## config.mk

```make
export PLATFORM = sky130hd
export DESIGN_NAME = dual_setpoint_thermostat_ui
export DESIGN_NICKNAME = d
export VERILOG_FILES = /design/src/hdl/dstui_pkg.sv /design/src/hdl/dual_setpoint_thermostat_ui.sv /design/src/hdl/dstui_debounce.sv /design/src/hdl/dstui_limits.sv
export SDC_FILE = /design/constraint.sdc
export NUM_CORES = 1
export LEC_CHECK = 0
export ABC_AREA = 1
export ABC_CLOCK_PERIOD_IN_PS = 5000
export BUFFER_PORTS_ARGS = -buffer_cell sky130_fd_sc_hd__buf_2
export CORE_ASPECT_RATIO = 0.9
export CORE_MARGIN = 2
export CORE_UTILIZATION = 40
export CTS_CLUSTER_SIZE = 40
export DETAILED_ROUTE_END_ITERATION = 7
export GPL_TIMING_DRIVEN = 0
export HOLD_SLACK_MARGIN = 0.08
export PLACE_DENSITY = 0.63
export SLEW_MARGIN = 20
export SYNTH_ARGS = -nofsm -noshare
export SYNTH_HDL_FRONTEND = slang
export SYNTH_SLANG_ARGS = --single-unit
export TNS_END_PERCENT = 100
```

## constraint.sdc

```tcl
create_clock -name clk -period 5 [get_ports clk]
set_input_delay 0.5 -clock clk [delete_from_list [all_inputs] [get_ports clk]]
set_output_delay 0.5 -clock clk [all_outputs]
set_load 0.02 [all_outputs]
```

## src/hdl/dstui_pkg.sv

```systemverilog
// ----------------------------------------------------------------------------
// dstui_pkg: shared types and constants
// Field widths, limit bounds, register indexes and the limit clamp used
// across the dual-setpoint thermostat user interface.
// ----------------------------------------------------------------------------
package dstui_pkg;

	localparam int LIMIT_W = 8;
	localparam int TEMP_W  = 11;
	localparam int COUNT_W = 9;
	localparam int DEB_W   = 8;
	localparam int IDX_W   = 2;

	localparam logic [DEB_W-1:0]          DEBOUNCE_RESET = 8'd25;
	localparam logic signed [LIMIT_W-1:0] SAVED_RESET    = 8'sd0;
	localparam logic signed [LIMIT_W-1:0] LIMIT_MIN      = -8'sd40;
	localparam logic signed [LIMIT_W-1:0] LIMIT_MAX      = 8'sd125;
	localparam logic [COUNT_W-1:0]        QUIET_MAX      = 9'd511;

	// configuration register indexes
	localparam logic [IDX_W-1:0] REG_DEBOUNCE    = 2'd0;
	localparam logic [IDX_W-1:0] REG_SAVED_UPPER = 2'd1;
	localparam logic [IDX_W-1:0] REG_SAVED_LOWER = 2'd2;

	// limit selection codes
	localparam logic [1:0] SEL_NONE  = 2'd0;
	localparam logic [1:0] SEL_UPPER = 2'd1;
	localparam logic [1:0] SEL_LOWER = 2'd2;

	typedef struct packed {
		logic                      we;
		logic [IDX_W-1:0]          index;
		logic [DEB_W-1:0]          data;
	} cfg_wr_t;

	typedef struct packed {
		logic       advance;
		logic       enc_a;
		logic       enc_b;
		logic [1:0] chosen;
	} enc_ctl_t;

	function automatic logic signed [LIMIT_W-1:0] clamp_limit(
		input logic signed [LIMIT_W:0] v
	);
		logic signed [LIMIT_W:0] lo;
		logic signed [LIMIT_W:0] hi;
		lo = {LIMIT_MIN[LIMIT_W-1], LIMIT_MIN};
		hi = {LIMIT_MAX[LIMIT_W-1], LIMIT_MAX};
		if (v < lo) begin
			clamp_limit = LIMIT_MIN;
		end else if (v > hi) begin
			clamp_limit = LIMIT_MAX;
		end else begin
			clamp_limit = v[LIMIT_W-1:0];
		end
	endfunction

endpackage

```

## src/hdl/dual_setpoint_thermostat_ui.sv

```systemverilog
// ----------------------------------------------------------------------------
// dual_setpoint_thermostat_ui: thermostat menu, setpoints and relays
// Debounced mode/select buttons drive the edit menu, the encoder steps the
// chosen limit and two relays compare each sample against the limits.
//
//   channel  dir  handshake                     content
//   s_axis   in   s_axis_tvalid/s_axis_tready   one tick of buttons, encoder, sample
//   m_axis   out  m_axis_tvalid/m_axis_tready   relays, limits, menu state, save
//   cfg      in   cfg_we                        debounce ticks, saved limits
//
// One transaction per cycle sustained while the output is not stalled; each result
// passes through the input register, then the result register.
// Reset clears the debouncers and menu, loads the limits with 0 and the
// debounce count with 25.
// A stalled output holds the result; the input register keeps taking a
// transaction as long as the result register can move.
// ----------------------------------------------------------------------------
module dual_setpoint_thermostat_ui
	import dstui_pkg::*;
(
	input  logic             clk,
	input  logic             arst_n,
	input  logic             s_axis_tvalid,
	output logic             s_axis_tready,
	// [0] mode_button, [1] select_button, [2] enc_a, [3] enc_b, [14:4] temperature,
	// [15] zero
	input  logic [15:0]      s_axis_tdata,
	// [0] temp_valid
	input  logic             s_axis_tuser,
	output logic             m_axis_tvalid,
	input  logic             m_axis_tready,
	// [0] over_relay, [1] under_relay, [9:2] upper_limit, [17:10] lower_limit,
	// [18] edit_mode, [20:19] selected_limit, [21] save_strobe, [23:22] zero
	output logic [23:0]      m_axis_tdata,
	input  logic             cfg_we,
	input  logic [IDX_W-1:0] cfg_index,
	input  logic [DEB_W-1:0] cfg_data
);

	logic [DEB_W-1:0] debounce_q;

	logic                     valid_s1;
	logic [15:0]              data_s1;
	logic                     tvalid_s1;
	logic                     valid_s2;
	logic [23:0]              data_s2;

	logic                      advance;
	logic                      mode_press;
	logic                      select_press;
	logic                      editing_q;
	logic [1:0]                chosen_q;
	logic                      editing_next;
	logic [1:0]                chosen_next;
	logic                      save;
	logic signed [LIMIT_W-1:0] upper_next;
	logic signed [LIMIT_W-1:0] lower_next;
	logic signed [TEMP_W-1:0]  temp_s1;
	logic signed [11:0]        temp_ext;
	logic signed [11:0]        upper_ext;
	logic signed [11:0]        lower_ext;
	logic signed [11:0]        upper_x10;
	logic signed [11:0]        lower_x10;
	logic                      over;
	logic                      under;
	cfg_wr_t                   cfg;
	enc_ctl_t                  ctl;

	assign advance       = valid_s1 && (!valid_s2 || m_axis_tready);
	assign s_axis_tready = !valid_s1 || advance;
	assign m_axis_tvalid = valid_s2;
	assign m_axis_tdata  = data_s2;

	assign cfg = '{we: cfg_we, index: cfg_index, data: cfg_data};
	assign ctl = '{advance: advance, enc_a: data_s1[2], enc_b: data_s1[3], chosen: chosen_q};

	always_ff @(posedge clk or negedge arst_n) begin
		if (!arst_n) begin
			debounce_q <= DEBOUNCE_RESET;
		end else if (cfg_we && cfg_index == REG_DEBOUNCE) begin
			debounce_q <= cfg_data;
		end
	end

	dstui_debounce u_mode_deb (
		.clk     (clk),
		.arst_n  (arst_n),
		.advance (advance),
		.raw     (data_s1[0]),
		.ticks   (debounce_q),
		.press   (mode_press)
	);

	dstui_debounce u_select_deb (
		.clk     (clk),
		.arst_n  (arst_n),
		.advance (advance),
		.raw     (data_s1[1]),
		.ticks   (debounce_q),
		.press   (select_press)
	);

	dstui_limits u_limits (
		.clk        (clk),
		.arst_n     (arst_n),
		.ctl        (ctl),
		.cfg        (cfg),
		.upper_next (upper_next),
		.lower_next (lower_next)
	);

	always_comb begin
		editing_next = mode_press ? !editing_q : editing_q;
		save         = mode_press && editing_q;
		if (select_press) begin
			chosen_next = (chosen_q == SEL_LOWER) ? SEL_NONE : chosen_q + 2'd1;
		end else begin
			chosen_next = chosen_q;
		end

		// compare in tenths: limit * 10 = limit * 8 + limit * 2
		temp_s1   = data_s1[14:4];
		temp_ext  = {temp_s1[TEMP_W-1], temp_s1};
		upper_ext = {{4{upper_next[LIMIT_W-1]}}, upper_next};
		lower_ext = {{4{lower_next[LIMIT_W-1]}}, lower_next};
		upper_x10 = (upper_ext <<< 3) + (upper_ext <<< 1);
		lower_x10 = (lower_ext <<< 3) + (lower_ext <<< 1);
		over      = tvalid_s1 && (temp_ext > upper_x10);
		under     = tvalid_s1 && (temp_ext < lower_x10);
	end

	always_ff @(posedge clk or negedge arst_n) begin
		if (!arst_n) begin
			valid_s1  <= 1'b0;
			valid_s2  <= 1'b0;
			editing_q <= 1'b0;
			chosen_q  <= SEL_NONE;
		end else begin
			if (s_axis_tready) begin
				valid_s1 <= s_axis_tvalid;
			end
			if (advance) begin
				valid_s2  <= 1'b1;
				editing_q <= editing_next;
				chosen_q  <= chosen_next;
			end else if (m_axis_tready) begin
				valid_s2 <= 1'b0;
			end
		end
	end

	always_ff @(posedge clk) begin
		if (s_axis_tready && s_axis_tvalid) begin
			data_s1   <= s_axis_tdata;
			tvalid_s1 <= s_axis_tuser;
		end
		if (advance) begin
			data_s2 <= {2'b00, save, chosen_next, editing_next, lower_next, upper_next,
				under, over};
		end
	end

	a_save_leaves_edit: assert property (@(posedge clk) disable iff (!arst_n)
		m_axis_tvalid && m_axis_tdata[21] |-> !m_axis_tdata[18])
		else $error("save strobe while still editing");

	a_sel_code: assert property (@(posedge clk) disable iff (!arst_n)
		chosen_q != 2'd3)
		else $error("selected limit code out of range");

	a_stall_holds_s1: assert property (@(posedge clk) disable iff (!arst_n)
		!s_axis_tready |-> valid_s1 && valid_s2 && !m_axis_tready)
		else $error("input blocked without a full pipeline");

	a_save_needs_edit: assert property (@(posedge clk) disable iff (!arst_n)
		advance && save |-> editing_q && mode_press)
		else $error("save strobe outside edit mode");

endmodule

```

## src/hdl/dstui_debounce.sv

```systemverilog
// ----------------------------------------------------------------------------
// dstui_debounce: button debouncer
// Counts ticks of an unchanged raw level and flags a newly accepted press.
// ----------------------------------------------------------------------------
module dstui_debounce
	import dstui_pkg::*;
(
	input  logic             clk,
	input  logic             arst_n,
	input  logic             advance,
	input  logic             raw,
	input  logic [DEB_W-1:0] ticks,
	output logic             press
);

	logic               stable_q;
	logic               prev_q;
	logic [COUNT_W-1:0] count_q;
	logic [COUNT_W-1:0] count_next;
	logic               accept;

	always_comb begin
		if (raw != prev_q) begin
			count_next = '0;
		end else if (count_q != QUIET_MAX) begin
			count_next = count_q + 1'b1;
		end else begin
			count_next = count_q;
		end
		accept = (count_next > {1'b0, ticks}) && (raw != stable_q);
		press  = accept && !raw;
	end

	always_ff @(posedge clk or negedge arst_n) begin
		if (!arst_n) begin
			stable_q <= 1'b1;
			prev_q   <= 1'b1;
			count_q  <= '0;
		end else if (advance) begin
			prev_q  <= raw;
			count_q <= count_next;
			if (accept) begin
				stable_q <= raw;
			end
		end
	end

endmodule

```

## src/hdl/dstui_limits.sv

```systemverilog
// ----------------------------------------------------------------------------
// dstui_limits: setpoint registers
// Holds the upper and lower limits, steps the chosen one on a rising
// encoder clock and reloads them from saved-value register writes.
// ----------------------------------------------------------------------------
module dstui_limits
	import dstui_pkg::*;
(
	input  logic                      clk,
	input  logic                      arst_n,
	input  enc_ctl_t                  ctl,
	input  cfg_wr_t                   cfg,
	output logic signed [LIMIT_W-1:0] upper_next,
	output logic signed [LIMIT_W-1:0] lower_next
);

	logic                      last_a_q;
	logic signed [LIMIT_W-1:0] upper_q;
	logic signed [LIMIT_W-1:0] lower_q;
	logic                      rising;
	logic signed [LIMIT_W:0]   delta;
	logic signed [LIMIT_W:0]   upper_sum;
	logic signed [LIMIT_W:0]   lower_sum;

	always_comb begin
		rising    = ctl.enc_a && !last_a_q;
		// data line different from clock line raises the limit
		delta     = (ctl.enc_b != ctl.enc_a) ? 9'sd1 : -9'sd1;
		upper_sum = {upper_q[LIMIT_W-1], upper_q} + delta;
		lower_sum = {lower_q[LIMIT_W-1], lower_q} + delta;
		upper_next = (rising && ctl.chosen == SEL_UPPER) ? clamp_limit(upper_sum) : upper_q;
		lower_next = (rising && ctl.chosen == SEL_LOWER) ? clamp_limit(lower_sum) : lower_q;
	end

	always_ff @(posedge clk or negedge arst_n) begin
		if (!arst_n) begin
			last_a_q <= 1'b0;
			upper_q  <= SAVED_RESET;
			lower_q  <= SAVED_RESET;
		end else begin
			if (cfg.we && cfg.index == REG_SAVED_UPPER) begin
				upper_q <= clamp_limit({cfg.data[LIMIT_W-1], cfg.data});
			end else if (ctl.advance) begin
				upper_q <= upper_next;
			end
			if (cfg.we && cfg.index == REG_SAVED_LOWER) begin
				lower_q <= clamp_limit({cfg.data[LIMIT_W-1], cfg.data});
			end else if (ctl.advance) begin
				lower_q <= lower_next;
			end
			if (ctl.advance) begin
				last_a_q <= ctl.enc_a;
			end
		end
	end

	a_upper_range: assert property (@(posedge clk) disable iff (!arst_n)
		upper_q >= LIMIT_MIN && upper_q <= LIMIT_MAX)
		else $error("upper limit out of range");

	a_lower_range: assert property (@(posedge clk) disable iff (!arst_n)
		lower_q >= LIMIT_MIN && lower_q <= LIMIT_MAX)
		else $error("lower limit out of range");

	a_no_step_unselected: assert property (@(posedge clk) disable iff (!arst_n)
		ctl.advance && ctl.chosen == SEL_NONE && !cfg.we
		|=> $stable(upper_q) && $stable(lower_q))
		else $error("limit moved with no limit selected");

endmodule

```

* Word-level counts from Yosys, hierarchy flattened *
Cells that the tools add are included.
Widths: inputs -> output; s select.

cells by class
  muxes and demuxes = 22
  eq/ne operators = 11
  divide/modulo/power cells = 0
  bitwise operators = 0
  $add $sub $neg = 7
  shifts and indexed selects = 0
  reduce and logical (&&, ||, !) cells = 29
  multiply operators = 0
  order comparisons = 10

operator list
  cell                 count
  $mux 8               12
  $mux 9               5
  $add 11x9->12        2
  $add 9x1->9 const B  2
  $add 9x9->9          2
  $gt 9x8->1           2
  $gt 9x8->1 const B   2
  $lt 9x7->1 const B   2
  $ne 9x9->1 const B   2
  $logic_and 1x1->1    15
  $gt 11x12->1         1
  $lt 11x12->1         1
  $gt 8x8->1 const B   1
  $lt 8x7->1 const B   1
  $logic_not 1->1      6
  $reduce_bool 2->1    3
  $ne 1x1->1           5
  $eq 2x1->1 const B   2
  $eq 2x2->1 const B   2
  $mux 2               2
  $reduce_and 2->1     2
  $mux 1               3
  $add 2x1->2 const B  1
  $logic_not 2->1      1
  $logic_or 1x1->1     2

storage, ports and cells
  ROM bits = 0
  bits in writable memories = 0
  latch bits = 0
  word-level logic and storage cells = 96
  flip-flop bits (word level) = 90
  input port bits = 32
  memories kept = 0

* Depth between registers and ports, before layout *
  word-level depth = 10
  mapped depth = 37
  depth with buffers taken out = 37

* Modules after synthesis *
Synthesis repeated with hierarchy kept, for this count alone.

unflattened totals
  cells, all modules = 955
  area total of the unflattened synthesis = 7155.6 um2

by module, submodules not included
  module                       times used  cells each  area each (um2)
  dual_setpoint_thermostat_ui  1           264         2841.5
  dstui_limits                 1           415         2412.3
  dstui_debounce               2           138         950.9

* Worst setup path before layout *
OpenSTA, ideal clock, no wires.

  kind = register to register
  start point = reg data_s1[2]
  end point = reg data_s2[0], in the netlist m_axis_tdata[0] (data pin)
  data required time = 4739 ps
  cell stages (with the launch flop) = 34
  path buffers = 1
  period minus slack after synthesis = 4416 ps
  setup time = 261 ps
  arrival time = 4156 ps
  setup slack = 584 ps
  path through = edfxtp_1 > nand2_1 > nand2_2 > buf_6 > nand2_1 > nand2_1 > inv_1 > ha_1 > inv_1 > nand2_1 > nand3_2 > a21oi_2 > nand2_1 > a21oi_2 > nand3_2 > a31oi_4 > inv_2 > a21oi_4 > nand2_1 > nand2_1 > ha_1 > inv_1 > fa_1 > o21ai_0 > nand2_1 > nand2_1 > a21oi_1 > xor2_1 > ha_1 > nand4_1 > nor3_1 > nand4_1 > nand3_1 > a21oi_1

between the ends
  longest elaborated chain between the ends = 10

ends and longest elaborated chain
  item                        line                                RTL
  from (decl)                 dual_setpoint_thermostat_ui.sv:43   logic [15:0] data_s1;
  from (signal assigned)      dual_setpoint_thermostat_ui.sv:154  data_s1 <= s_axis_tdata;
  $ne 1x1->1                  dstui_limits.sv:28                  delta = (ctl.enc_b != ctl.enc_a) ? 9'sd1 : -9'sd1;
  $mux 9                      dstui_limits.sv:28
  $add 9x9->9                 dstui_limits.sv:29                  upper_sum = {upper_q[LIMIT_W-1], upper_q} + delta;
  $gt 9x8->1                  dstui_pkg.sv:52                     end else if (v > hi) begin
  $mux 8                      dstui_pkg.sv:52
  $mux 8                      dstui_pkg.sv:50                     if (v < lo) begin
  $mux 8 (*)                  dstui_limits.sv:31                  upper_next = (rising && ctl.chosen == SEL_UPPER) ? clamp_limit(upper_sum) : upper_q;
  via u_limits.upper_next[2]  dstui_limits.sv:13                  output logic signed [LIMIT_W-1:0] upper_next,
  $add 11x9->12 (*)           dual_setpoint_thermostat_ui.sv:126  upper_x10 = (upper_ext <<< 3) + (upper_ext <<< 1);
  $gt 11x12->1 (*)            dual_setpoint_thermostat_ui.sv:128  over = tvalid_s1 && (temp_ext > upper_x10);
  $logic_and 1x1->1 (*)       dual_setpoint_thermostat_ui.sv:128
  via over                    dual_setpoint_thermostat_ui.sv:64   logic over;
  to (signal assigned)        dual_setpoint_thermostat_ui.sv:158  data_s2 <= {2'b00, save, chosen_next, editing_next, lower_next, upper_next,
  to (decl)                   dual_setpoint_thermostat_ui.sv:46   logic [23:0] data_s2;

The timed path passes the listed nets; every way through them passes the cells marked *.
A chain may end at the register's enable or synchronous reset.

* Final worst setup path *
Same ends and word-level chain as after synthesis.

==> results.sh <==
export IMPL_overflow=0
export IMPL_coreArea_um2=15300
export IMPL_diodes=0
export IMPL_synth_async_reset_ratio_pct=57.8
export IMPL_post_route_util_pct=48.7
export IMPL_num_rows=43
export IMPL_cts_buffers=9
export IMPL_grt_max_degree=53
export IMPL_drt_wl_total_mm=15.6
export IMPL_multi_input_area_um2=3470
export IMPL_die_h_um=123
export IMPL_hold_class="in -> async"
export IMPL_cts_root_buf="clkbuf_16"
export IMPL_drt_initial_drc_count=423
export IMPL_io_pins=58
export IMPL_wire_per_inst_um=14.4
export IMPL_cts_hold_buf=0
export IMPL_finalCriticalPeriod_ps=4830
export IMPL_slew_limit_headroom_pct=34.9
export IMPL_ant_nets=0
export IMPL_worstReg2RegEnd="m_axis_tdata[0]"
export IMPL_initial_core_util_pct=40.8
export IMPL_outcome="completed"
export IMPL_hold_viol_final=0
export IMPL_cap_violations=0
export IMPL_slowest_delay_ps=450
export IMPL_syn_inst=790
export IMPL_final_seq_area_um2=2450
export IMPL_path_max_fanout=4
export IMPL_chipWidth_um=136
export IMPL_worst_r2r_cell_count=34
export IMPL_max_slew_worst_pin_slew_ps=973
export IMPL_finalSetupViolations=0
export IMPL_tritoncts="done"
export IMPL_cp_arrival_ps=4920
export IMPL_worstSetupPathType="reg -> reg"
export IMPL_power_density_nw_per_um2=543
export IMPL_clockBufferDepth=2
export IMPL_fillers=1480
export IMPL_clkTransAtPathRegs_ps=60
export IMPL_avgSynthCellArea_um2=7.92
export IMPL_yosys_area_top_type_share_pct=18.2
export IMPL_fmax_mhz=207
export IMPL_synthFlopType="dfrtp_1"
export IMPL_drc=0
export IMPL_crit_slowest_cell="edfxtp_1"
export IMPL_dr_pass1_iters=6
export IMPL_ys_seq_area_share_pct=39.2
export IMPL_vias_per_cell=5.03
export IMPL_start_kind="register"
export IMPL_crit_path_frequent_cell="nand2_2"
export IMPL_fin_skew_ps=8.26
export IMPL_nets=971
export IMPL_place_congestion=0.846
export IMPL_clk_latency_ps=350
export IMPL_ir_drop_mv=0.185
export IMPL_die_area_um2=16700
export IMPL_p_leak_nw=3.65
export IMPL_grt_antenna_before_repair=0
export IMPL_crit_required_ps=5100
export IMPL_grt_pass1_wl_mm=24.6
export IMPL_final_layout_size_suffix_gt1_share_pct=18.7
export IMPL_synth_area_leaders="edfxtp_1 18%, dfrtp_1 18%, ha_1 12%"
export IMPL_portBuffers=54
export IMPL_grt_pass1_vias=4817
export IMPL_ys_ff_latch=90
export IMPL_synth_edf_count=38
export IMPL_yosysWarnings=0
export IMPL_clock_sinks=90
export IMPL_h_tree_depth=3
export IMPL_r2r_start="data_s1[2]"
export IMPL_holdWs_ps=187
export IMPL_slew_violations=0
export IMPL_dp_hpwl_mm=11.6
export IMPL_synth_distinct_cells=44
export IMPL_area_growth_pct=19.3
export IMPL_finalCritPeriodShare_pct=96.5
export IMPL_vias=5455
export IMPL_reg2reg_setup_slack_ps=170
export IMPL_syn_cell_area_um2=6260
export IMPL_worstSetupEndpointType="register"
export IMPL_track_usage_pct=19.1
export IMPL_yosys_area_top_type="edfxtp_1"
## layer usage
| layer | share of wire (%) | vias up | GRT usage [%] |
|---|---|---|---|
| met5 | 0 | - | 0 |
| met4 | 1.4 | 0 | 6.25 |
| met3 | 3.9 | 14 | 2.81 |
| met2 | 46 | 103 | 29.8 |
| met1 | 49 | 2535 | 27.3 |
| li1 | - | 2803 | - |
## layout by cell type (no fill, tap or decap), types with 9 or more instances in the layout
cell type  netlist  routed
nor2_1          41      41
buf_4            2      23
xnor2_1         10      10
o21ai_0         69      61
dfrtp_1         45      45
nand2_2          7      13
clkbuf_16        0       9
buf_2            0      53
edfxtp_1        38      38
nand3_1         50      45
nand2_1        193     182
ha_1            59      54
a21oi_1         46      43
nor3_1          13      12
xor2_1          14      14
inv_1          126     122
## flip-flops by register name, summed over array words and instances, names as in the netlist
signal                 count
debounce_q                 8
u_mode_deb.count_q         9
m_axis_tdata              22
u_limits.last_a_q          1
u_select_deb.count_q       9
tvalid_s1                  1
u_mode_deb.stable_q        1
u_limits.upper_q           8
u_select_deb.prev_q        1
valid_s1                   1
u_mode_deb.prev_q          1
data_s1                   15
u_select_deb.stable_q      1
u_limits.lower_q           8
editing_q                  1
chosen_q                   2
m_axis_tvalid              1
## stage by stage
step                TNS (ps)  std cells  power (mW)  setup slack, ps  instance area, um2
floorplan                  0        791        2.66              584                6260
global route            -135       1085        4.45             -129                7460
global placement        -163       1047        3.11             -163                6780
detailed placement      -175       1048        3.15             -175                6820
finish                     0       1085        4.06              175                7460
CTS                        0       1065        3.82             33.2                7100
## report_power, final
part	internal (mW)	switching, mW
combinational	0.895	1.40
sequential	0.985	0.138
clock	0.350	0.292
## critical path, delay by kind of cell (launching register included)
kind	cells	cell delay, ps
simple gates	16	1490
buf+inv	6	510
fa+ha+maj	4	940
flops	1	450
compound gates	7	1040
xor+xnor	1	140
## final cells by class
type | count | area share (%)
multi-input combinational | 561 | 46.5
clock buffer | 12 | 3.30
sequential | 90 | 32.8
timing repair buffer | 76 | 6.19
buffer | 11 | 0.922
inverter | 129 | 6.49
tap | 202 | 3.39
clock inverter | 4 | 0.369
## worst max-delay path by stage
| stage | slack, ps | depth (start not counted) | start | endpoint |
|---|---|---|---|---|
| after global routing | -130 | 35 | data_s1[3] | m_axis_tdata[0] |
| after floorplan | 580 | 33 | data_s1[2] | m_axis_tdata[0] |
| after CTS | 30 | 32 | data_s1[3] | m_axis_tdata[0] |
| after detailed placement | -180 | 36 | data_s1[3] | m_axis_tdata[0] |
| final | 170 | 34 | data_s1[2] | m_axis_tdata[0] |
| after global placement | -160 | 36 | data_s1[2] | m_axis_tdata[0] |
## cells by family after synthesis
family,share of synthesized area (%)
AO/OA/AOI/OAI,14.3
XOR/XNOR,3.36
adder cells (fa/ha/maj),12.4
buffers and inverters,8.76
flip-flops,39.2
other,0.0599
AND/OR/NAND/NOR,21.9
## cells in the mapped netlist, types with 4 or more instances
| cell | count |
|---|---|
| nand2_1 | 193 |
| a22oi_1 | 5 |
| nand4_1 | 5 |
| a21o_1 | 4 |
| o21ai_0 | 69 |
| a21oi_1 | 46 |
| dfstp_2 | 7 |
| clkbuf_1 | 7 |
| ha_1 | 59 |
| xor2_1 | 14 |
| nor2_1 | 41 |
| o221ai_1 | 5 |
| nand3_1 | 50 |
| inv_1 | 126 |
| nand2_2 | 7 |
| edfxtp_1 | 38 |
| xnor2_1 | 10 |
| o211ai_1 | 5 |
| dfrtp_1 | 45 |
| nor3_1 | 13 |
## timing repair
item,CTS,global route
setup buffers,1,20
gates cloned,0,0
pin swaps,0,22
endpoints found under the setup margin,1,2
hold endpoints to repair,0,0
gates resized for setup,2,56
Power figures use the tool's default switching activity.
